$ cat src/rtl/bta_pkg.sv
// Shared types and codes for the boundary-tag heap allocator.
`default_nettype none
package bta_pkg;

  localparam int REQ_W    = 13;
  localparam int OFS_W    = 12;
  localparam int STATUS_W = 2;
  localparam int POLICY_W = 2;

  localparam logic OP_ALLOC = 1'b0;
  localparam logic OP_FREE  = 1'b1;

  localparam logic [STATUS_W-1:0] ST_OK       = 2'd0;
  localparam logic [STATUS_W-1:0] ST_NO_SPACE = 2'd1;
  localparam logic [STATUS_W-1:0] ST_BAD_FREE = 2'd2;

  localparam logic [POLICY_W-1:0] POL_FIRST = 2'd0;
  localparam logic [POLICY_W-1:0] POL_BEST  = 2'd1;
  localparam logic [POLICY_W-1:0] POL_WORST = 2'd2;

  typedef enum logic [1:0] {
    K_ALLOC,
    K_FREE,
    K_NOP,
    K_BAD
  } kind_t;

  typedef struct packed {
    kind_t            kind;
    logic [REQ_W-1:0] req;
    logic [OFS_W-1:0] rel;
  } cmd_t;

endpackage
`default_nettype wire

$ cat src/rtl/bta_front.sv
// Front end: accepts transactions, classifies them and queues them for the engine.
`default_nettype none
module bta_front #(
  parameter int ARENA_BYTES  = 4096,
  parameter int HEADER_BYTES = 32
) (
  input  wire logic                  clk,
  input  wire logic                  rst_n,
  input  wire logic                  in_valid,
  output logic                       in_ready,
  input  wire logic                  in_operation,
  input  wire logic [12:0]           in_request_bytes,
  input  wire logic [11:0]           in_release_offset,
  output logic                       q_valid,
  output bta_pkg::cmd_t              q_cmd,
  input  wire logic                  q_pop
);
  import bta_pkg::*;

  cmd_t       fifo_r [2];
  logic       wp_r, wp_nxt, rp_r, rp_nxt;
  logic [1:0] cnt_r, cnt_nxt;
  logic       push;
  cmd_t       cmd;

  assign in_ready = (cnt_r != 2'd2);
  assign push     = in_valid && in_ready;
  assign q_valid  = (cnt_r != 2'd0);
  assign q_cmd    = fifo_r[rp_r];

  always_comb begin
    cmd.req = in_request_bytes;
    cmd.rel = in_release_offset;
    if (in_operation == OP_ALLOC) begin
      cmd.kind = K_ALLOC;
    end else if (in_release_offset == '0) begin
      cmd.kind = K_NOP;
    end else if ((18'(in_release_offset) < 18'(HEADER_BYTES)) ||
                 (18'(in_release_offset) >= 18'(HEADER_BYTES + ARENA_BYTES))) begin
      cmd.kind = K_BAD;
    end else begin
      cmd.kind = K_FREE;
    end
  end

  always_comb begin
    wp_nxt  = push ? ~wp_r : wp_r;
    rp_nxt  = (q_pop && q_valid) ? ~rp_r : rp_r;
    cnt_nxt = cnt_r + 2'(push) - 2'(q_pop && q_valid);
  end

  always_ff @(posedge clk) begin
    if (!rst_n) begin
      wp_r  <= 1'b0;
      rp_r  <= 1'b0;
      cnt_r <= 2'd0;
    end else begin
      wp_r  <= wp_nxt;
      rp_r  <= rp_nxt;
      cnt_r <= cnt_nxt;
    end
  end

  always_ff @(posedge clk) begin
    if (push) begin
      fifo_r[wp_r] <= cmd;
    end
  end

  a_no_overflow: assert property (@(posedge clk) disable iff (!rst_n)
    (cnt_r == 2'd2) |-> !push) else $error("queue overflow");
  a_no_underflow: assert property (@(posedge clk) disable iff (!rst_n)
    (cnt_r == 2'd0) |=> (cnt_r != 2'd3)) else $error("queue count corrupt");
  a_cnt_move: assert property (@(posedge clk) disable iff (!rst_n)
    (push && !q_pop) |=> (cnt_r == $past(cnt_r) + 2'd1)) else $error("count not advanced");

endmodule
`default_nettype wire

$ cat config.mk
export PLATFORM = sky130hd
export DESIGN_NAME = bta_front
export DESIGN_NICKNAME = d
export VERILOG_FILES = /design/src/rtl/bta_pkg.sv /design/src/rtl/bta_front.sv
export SDC_FILE = /design/constraint.sdc
export NUM_CORES = 1
export LEC_CHECK = 0
export ABC_AREA = 1
export BUFFER_PORTS_ARGS = -buffer_cell sky130_fd_sc_hd__buf_2
export CORE_MARGIN = 5
export CORE_UTILIZATION = 30
export DETAILED_ROUTE_END_ITERATION = 16
export HOLD_SLACK_MARGIN = 0.1
export PLACE_DENSITY_LB_ADDON = 0.08
export SETUP_SLACK_MARGIN = 0.3
export SKIP_CTS_REPAIR_TIMING = 1
export SLEW_MARGIN = 10
export SYNTH_ARGS = -nofsm -noshare
export SYNTH_HDL_FRONTEND = slang
export SYNTH_SLANG_ARGS = --single-unit
$ cat constraint.sdc
create_clock -name clk -period 1.94 [get_ports clk]
set_input_delay 0.194 -clock clk [delete_from_list [all_inputs] [get_ports clk]]
set_output_delay 0.194 -clock clk [all_outputs]
set_load 0.02 [all_outputs]
==> flow_summary.json, run 1 <==
{
  "htree_num_levels": 3,
  "fin_area_um2": 3240,
  "status": "finished, final reports clean",
  "timing.rr.start": "cnt_r[0]",
  "avgViaCountPerCell": 4.12,
  "rsz0062_at_grt": "false",
  "hold_path.class": "input pin to register",
  "dp_cells": 290,
  "synth.cell_area_um2": 2340,
  "whs_ns": 0.115,
  "dpl.hpwl_um": 2910,
  "fin_crit_sh_pct": 80.3,
  "io_pins": 59,
  "numCtsBuffers": 9,
  "grt_max_degree": 28,
  "synth_edf_count": 54,
  "place_area_um2": 2750,
  "worst_pin_slew_ns": 0.379,
  "wire_per_inst_um": 13.3,
  "cts_max_path_buffers": 2,
  "slew_viol_final": 0,
  "die_h_um": 98.3,
  "ir_worst_vdd_uv": 568,
  "yosysMostFrequentCell": "edfxtp_1",
  "maxCapViolations": 0,
  "clkSinkCount": 59,
  "row_count": 32,
  "synth_top_cell_by_area": "edfxtp_1",
  "vias": 1377,
  "syn-num-nets": 162,
  "max_freq_mhz": 642,
  "grt_remaining_overflow": 0,
  "wl_um": 4450,
  "first_pass_iters": 2,
  "floorplan.die.width_um": 98.3,
  "cts_tree": "yes",
  "total_power_mw": 3.93,
  "max_slew_margin_pct": 74.7,
  "fin_setup_tns_ns": 0,
  "synthTopCellsByArea": "edfxtp_1 (69%), mux2_4 (13%), dfxtp_1 (4.3%), mux2_2 (3.4%), nor2_1 (2.2%)",
  "cp-endpoint": "q_cmd[1]",
  "r2r_cells": 10,
  "diodes": 0,
  "finalNonFillerCells": 334,
  "synthDistinctLibCells": 14,
  "synth_ff_type": "edfxtp_1",
  "setup_violations": 0,
  "die-area_um2": 9660,
  "critPathKind": "register to primary output",
  "start_util_pct": 30.6,
  "first_iter_violations": 26,
  "antenna_found_initial": 0,
  "period_minus_slack_ns": 1.56,
  "nets": 260,
  "hold_viol": 0,
  "startpoint_type": "register",
  "synthTopCellsByCount": "edfxtp_1 (54), mux2_4 (20), nor2_1 (14)",
  "ys_warn_count": 0,
  "hp-start": "rst_n",
  "required_ns": 1.75,
  "cp_max_fo": 7,
  "numPortBuffers": 58,
  "seq_area_frac_synth_pct": 73.7,
  "syn_avg_cell_area_um2": 18.0,
  "gp_congestion": 0.693,
  "clk_latency_ns": 0.31,
  "syn_inst": 130,
  "ant_nets": 0,
  "power.density_nw_per_um2": 1210,
  "crit_path_end_kind": "primary output",
  "core_um2": 7650,
  "grt_pass1_wl_um": 6700,
  "track_usage_pct": 9.09,
  "rr_endpoint": "cnt_r[1]",
  "yosysTopAreaCellShare_pct": 69.4,
  "p_leak_nw": 1.29,
  "synth_seq_cells": 59,
  "layout-drive-gt1-share_pct": 47.8,
  "drc_errors": 0,
  "clk_pin_slew_ns": 0.06,
  "synth_async_sr_flop_share_pct": 0,
  "cts_root_buf": "clkbuf_8",
  "fin_skew_ns": 0.00529,
  "area_growth_pct": 38.8,
  "worstPathArrival_ns": 1.36,
  "grt_pass1_vias": 1411,
  "reg2reg_slack_ns": 0.41
}
worst max-delay path: stages (launching register included):
cell and delay (ns):
dfxtp_4 0.40, buf_6 0.16, mux2_2 0.34, buf_2 0.16
routing by layer:
metal / GRT usage (%) / wire length [um]
met1: 9.74 / 1810
met2: 15.1 / 2320
met3: 3.71 / 260
met4: 5.36 / 62
met5: 0 / 0
power by group:
part           switching (mW)  internal (mW)  leakage, nW
combinational           0.678          0.576        0.652
clock                   0.414          0.569       0.0863
sequential             0.0763           1.62        0.547
total                    1.17           2.77         1.29
area by class of cell:
class,instances,area [um2]
Timing Repair inverter,1,7.51
Timing Repair Buffer,89,624
Clock inverter,5,45.0
Multi-Input combinational cell,61,554
Fill cell,734,4400
Sequential cell,59,1730
Clock buffer,10,128
Inverter,7,30.0
Tap cell,102,128
state kept, by name, summed over array words and instances, names as in the netlist, named ones only:
signal / flops
cnt_r: 2
fifo_r: 54
wp_r: 1
rp_r: 1
cells by family after synthesis:
logic type,count (synthesis),share of synthesized area [%]
compound gates,3,0.750
fa+ha+maj,2,1.07
buf+inv,10,3.32
flops,59,73.7
mux,27,16.2
simple gates,29,4.98
worst min path at each step:
stage	slack, ns	cells past startpoint	endpoint
floorplan	0.29	2	cnt_r[0]
global placement	0.38	1	fifo_r[0][22]
detailed placement	0.39	1	fifo_r[0][22]
CTS	0.04	1	fifo_r[0][22]
global route	0.11	1	fifo_r[0][5]
finish	0.12	3	cnt_r[0]
cells in the final DEF, fill, tap and decap left out:
cell type       n
a21oi_1         1
a21oi_2         1
buf_12          3
buf_2          58
buf_4           3
buf_6           1
bufinv_16       1
clkbuf_1        1
clkbuf_8        9
clkinv_1        4
clkinvlp_4      2
dfxtp_1         2
dfxtp_2         2
dfxtp_4         1
dlygate4sd3_1  24
edfxtp_1       54
ha_1            2
inv_1           6
mux2_2          7
mux2_4         20
nand2_1         7
nand2_2         2
nand3_1         5
nor2_1         13
nor2_4          1
nor3_1          1
o21a_1          1
per-stage QoR:
step / util [%] / setup WS (ns)
global route: 42.4 / 0.314
finish: 42.4 / 0.382
floorplan: - / 0.338
CTS: 38.2 / 0.194
global placement: 36.0 / 0.320
detailed placement: 36.0 / 0.210
(Power assumes the default switching activity.)
==> run 2: changes to the inputs <==
clock period = 1.3 ns   (was 1.94 ns; I/O delays follow)
==> flow_summary.json, run 2 (same netlist as run 1, synthesis figures left out) <==
{
  "fillers": 678,
  "mostFrequentLayoutCells": "edfxtp_1 (54), buf_6 (31), buf_2 (29), mux2_4 (27), dlygate4sd3_1 (26)",
  "power.density_nw_per_um2": 1860,
  "htree_num_levels": 3,
  "period_minus_slack_ns": 1.49,
  "timing.rr.start": "cnt_r[1]",
  "track_usage_pct": 9.55,
  "gp_congestion": 0.642,
  "nets": 272,
  "largest_reg_flops": 54,
  "grt_pass1_vias": 1481,
  "power_switching_mw": 2.07,
  "setup_violations": 43,
  "first_iter_violations": 28,
  "die-area_um2": 9660,
  "whs_ns": 0.140,
  "floorplan.die.width_um": 98.3,
  "cts_max_path_buffers": 2,
  "diodes": 0,
  "area_growth_pct": 61.1,
  "rsz0062_at_grt": "true",
  "power_frac_comb_pct": 41.9,
  "dpl.hpwl_um": 3270,
  "max_slew_margin_pct": 82.9,
  "antenna_found_initial": 0,
  "failed_checks": "setup timing",
  "hold_depth": 2,
  "grt_remaining_overflow": 0,
  "cts_root_buf": "clkbuf_8",
  "finalNonFillerCells": 345,
  "wl_um": 5110,
  "top_register": "fifo_r",
  "crit_path_max_incr_delay_ns": 0.42,
  "wire_per_inst_um": 14.8,
  "internal-power_mw": 4.93,
  "worst_pin_slew_ns": 0.255,
  "fin_crit_sh_pct": 115,
  "worstPathArrival_ns": 1.36,
  "startpoint_type": "register",
  "io_pins": 59,
  "numCtsBuffers": 9,
  "clk_latency_ns": 0.32,
  "avgViaCountPerCell": 4.27,
  "crit_path_end_kind": "primary output",
  "clkSinkCount": 59,
  "dp_cells": 296,
  "row_count": 32,
  "required_ns": 1.17,
  "grt_pass1_wl_um": 6920,
  "critPathKind": "register to primary output",
  "clkPwrFrac_pct": 21.1,
  "biggestRegsByFlops": "fifo_r x54, cnt_r x2",
  "ir_worst_vdd_uv": 1110,
  "hp-start": "in_release_offset[5]",
  "grt_max_degree": 16,
  "seqPwrFrac_pct": 36.9,
  "layout-drive-gt1-share_pct": 55.1,
  "path_cells": "clkbuf_16, mux2_4, buf_6",
  "p_leak_nw": 1.49,
  "status": "complete, but fails checks",
  "rr_endpoint": "cnt_r[1]",
  "r2r_cells": 8,
  "hold_viol": 0,
  "cp_max_fo": 7,
  "vias": 1472,
  "multi_input_area_um2": 653,
  "first_pass_iters": 4,
  "swShare_pct": 29.5,
  "reg2reg_slack_ns": -0.15,
  "layout_setup_ws_ns": -0.193,
  "slew_viol_final": 0,
  "cts_tree": "yes",
  "clk_pin_slew_ns": 0.06,
  "max_freq_mhz": 670,
  "ant_nets": 0,
  "fin_setup_tns_ns": -5.19,
  "start_util_pct": 30.6,
  "cp_top_family": "flip-flops",
  "core_um2": 7650,
  "die_h_um": 98.3,
  "hold_end": "fifo_r[1][26]",
  "final-seq-area_um2": 1730,
  "drc_errors": 0,
  "layout_commonest_cell": "edfxtp_1",
  "numPortBuffers": 58,
  "path_buf_inv": 2,
  "cp_slowest_cell": "dfxtp_4",
  "maxCapViolations": 0,
  "hold_path.class": "input pin to register",
  "fin_skew_ns": 0.00456
}
[run 2: changes by cell type in the layout (fill, tap and decap cells not counted), moves of 3 or more]
cell       before  now
buf_12          3    7
buf_2          58   29
buf_6           1   31
clkbuf_16       0    5
inv_1           6    2
mux2_2          7    0
mux2_4         20   27
nand2_1         7    4
nand2_4         0    3
[run 2: metrics by stage]
stage | setup slack [ns] | instance area (um2) | power [mW] | util, %
after floorplan | -0.0706 | 2390 | 3.89 | -
after global routing | -0.249 | 3770 | 7.32 | 49.2
final | -0.193 | 3770 | 6.99 | 49.2
after CTS | -0.255 | 3070 | 6.08 | 40.1
after detailed placement | -0.153 | 2900 | 4.58 | 37.9
after global placement | -0.0640 | 2900 | 4.50 | 37.9
[run 2: area by class of cell]
class                           instances  area share, %
Timing Repair Buffer                  102           27.9
Sequential cell                        59           45.9
Clock buffer                            9           3.29
Multi-Input combinational cell         61           17.3
Clock inverter                          5           1.23
Inverter                                7          0.930
Tap cell                              102           3.39
[run 2: per-layer routing]
metal | up-vias | wire [um] | track usage, %
li1 | 700 | - | -
met1 | 714 | 2080 | 10.4
met2 | 46 | 2620 | 15.5
met3 | 12 | 289 | 3.71
met4 | 0 | 124 | 5.99
met5 | - | 0 | 0
[run 2: worst max-delay path by stage]
stage | end | slack, ns | cells past startpoint
2_1_floorplan | fifo_r[0][0] | -0.07 | 4
3_3_place_gp | cnt_r[1] | -0.06 | 8
3_5_place_dp | cnt_r[1] | -0.15 | 8
4_1_cts | q_cmd[5] | -0.26 | 3
5_1_grt | q_cmd[17] | -0.25 | 3
6_report | q_cmd[23] | -0.19 | 3
[run 2: power by group through the flow]
stage,Combinational [mW],Clock [mW],Sequential (mW)
after floorplan,1.36,0,2.53
after global placement,1.95,0,2.55
after detailed placement,2.01,0,2.57
after CTS,2.01,1.53,2.53
after global routing,3.10,1.61,2.61
final,2.93,1.48,2.58
==> run 3: changes to the inputs <==
clock period = 1.7 ns   (was 1.3 ns; I/O delays follow)
==> flow_summary.json, run 3 (same netlist as run 1, synthesis figures left out) <==
{
  "status": "finished, final reports clean",
  "final-seq-area_um2": 1730,
  "hp-start": "in_valid",
  "largest_reg_flops": 54,
  "die-area_um2": 9660,
  "row_count": 32,
  "dp_cells": 291,
  "core_um2": 7650,
  "critPathKind": "register to primary output",
  "floorplan.die.width_um": 98.3,
  "clk_latency_ns": 0.33,
  "reg2reg_slack_ns": 0.30,
  "grt_remaining_overflow": 0,
  "timing.rr.start": "cnt_r[0]",
  "required_ns": 1.53,
  "fillers": 708,
  "cts_root_buf": "clkbuf_8",
  "maxCapViolations": 0,
  "clk_pin_slew_ns": 0.06,
  "layout-drive-gt1-share_pct": 51.1,
  "cp_top_family": "flip-flops",
  "grt_pass1_wl_um": 7000,
  "hold_path.class": "input pin to register",
  "cts_max_path_buffers": 2,
  "antenna_found_initial": 0,
  "first_pass_iters": 3,
  "hold_viol": 0,
  "rr_endpoint": "cnt_r[1]",
  "cp_slowest_cell": "dfxtp_4",
  "max_slew_margin_pct": 85.2,
  "path_cells": "buf_12, mux2_2, buf_6",
  "fin_setup_tns_ns": 0,
  "layout_commonest_cell": "edfxtp_1",
  "start_util_pct": 30.6,
  "r2r_cells": 8,
  "fin_skew_ns": 0.00855,
  "vias": 1391,
  "crit_path_end_kind": "primary output",
  "wire_per_inst_um": 14.0,
  "top_register": "fifo_r",
  "worstPathArrival_ns": 1.37,
  "diodes": 0,
  "crit_path_max_incr_delay_ns": 0.42,
  "nets": 263,
  "worst_pin_slew_ns": 0.220,
  "hold_end": "wp_r",
  "path_buf_inv": 2,
  "numCtsBuffers": 9,
  "grt_max_degree": 25,
  "track_usage_pct": 9.68,
  "rsz0062_at_grt": "true",
  "grt_pass1_vias": 1412,
  "htree_num_levels": 3,
  "clkSinkCount": 59,
  "ant_nets": 0,
  "finalNonFillerCells": 337,
  "whs_ns": 0.182,
  "ir_worst_vdd_uv": 524,
  "cp_max_fo": 6,
  "setup_violations": 0,
  "first_iter_violations": 22,
  "dpl.hpwl_um": 2980,
  "die_h_um": 98.3,
  "final_util_pct": 45.5,
  "fin_crit_sh_pct": 90.3,
  "p_leak_nw": 1.37,
  "avgViaCountPerCell": 4.13,
  "biggestRegsByFlops": "fifo_r x54, cnt_r x2",
  "period_minus_slack_ns": 1.54,
  "power.density_nw_per_um2": 1380,
  "max_freq_mhz": 651,
  "wl_um": 4730,
  "startpoint_type": "register",
  "mostFrequentLayoutCells": "edfxtp_1 (54), buf_2 (37), dlygate4sd3_1 (26), mux2_4 (24), buf_6 (22)",
  "multi_input_area_um2": 617,
  "numPortBuffers": 58,
  "area_growth_pct": 48.8,
  "io_pins": 59,
  "gp_congestion": 0.736,
  "hold_depth": 3,
  "drc_errors": 0,
  "cts_tree": "yes",
  "slew_viol_final": 0
}
==> run 3: layer usage <==
| layer | vias up | part of all wire (%) | GRT usage (%) |
|---|---|---|---|
| met4 | 0 | 1.5 | 6.30 |
| met2 | 39 | 52 | 15.8 |
| met3 | 9 | 5.7 | 3.64 |
| li1 | 684 | - | - |
| met5 | - | 0 | 0 |
| met1 | 659 | 41 | 10.5 |
==> run 3: power by group <==
| part | internal [mW] | switching, mW | total, mW |
|---|---|---|---|
| clock | 0.492 | 0.489 | 0.981 |
| combinational | 0.979 | 0.872 | 1.85 |
| sequential | 1.86 | 0.105 | 1.96 |
==> run 3: cell type report <==
type	count	area share, %
sequential	59	49.8
timing repair buffer	93	23.6
multi-input combinational	61	17.7
tap	102	3.67
clock buffer	9	3.56
inverter	7	0.935
clock inverter	6	0.683
==> run 3: worst max-delay path by stage <==
stage | from | endpoint | slack, ns | depth (start not counted)
6_report | register | q_cmd[0] | 0.16 | 3
5_1_grt | register | q_cmd[14] | 0.11 | 3
4_1_cts | register | q_cmd[0] | 0.02 | 3
3_5_place_dp | cnt_r[1] | cnt_r[1] | 0.22 | 8
3_3_place_gp | cnt_r[1] | cnt_r[1] | 0.30 | 8
2_1_floorplan | cnt_r[0] | cnt_r[1] | 0.31 | 10
==> run 3: through the flow <==
stage          setup slack [ns]  power (mW)  area (um2)
5_1_grt                   0.108        5.05        3480
2_1_floorplan             0.310        2.95        2360
4_1_cts                  0.0229        4.32        2930
6_report                  0.164        4.80        3480
3_3_place_gp              0.301        3.29        2780
3_5_place_dp              0.224        3.33        2780
==> run 3: tightest hold or removal path: stages <==
cell and delay [ns]:
buf_2 0.13, a21oi_1 0.08, nor2_1 0.09
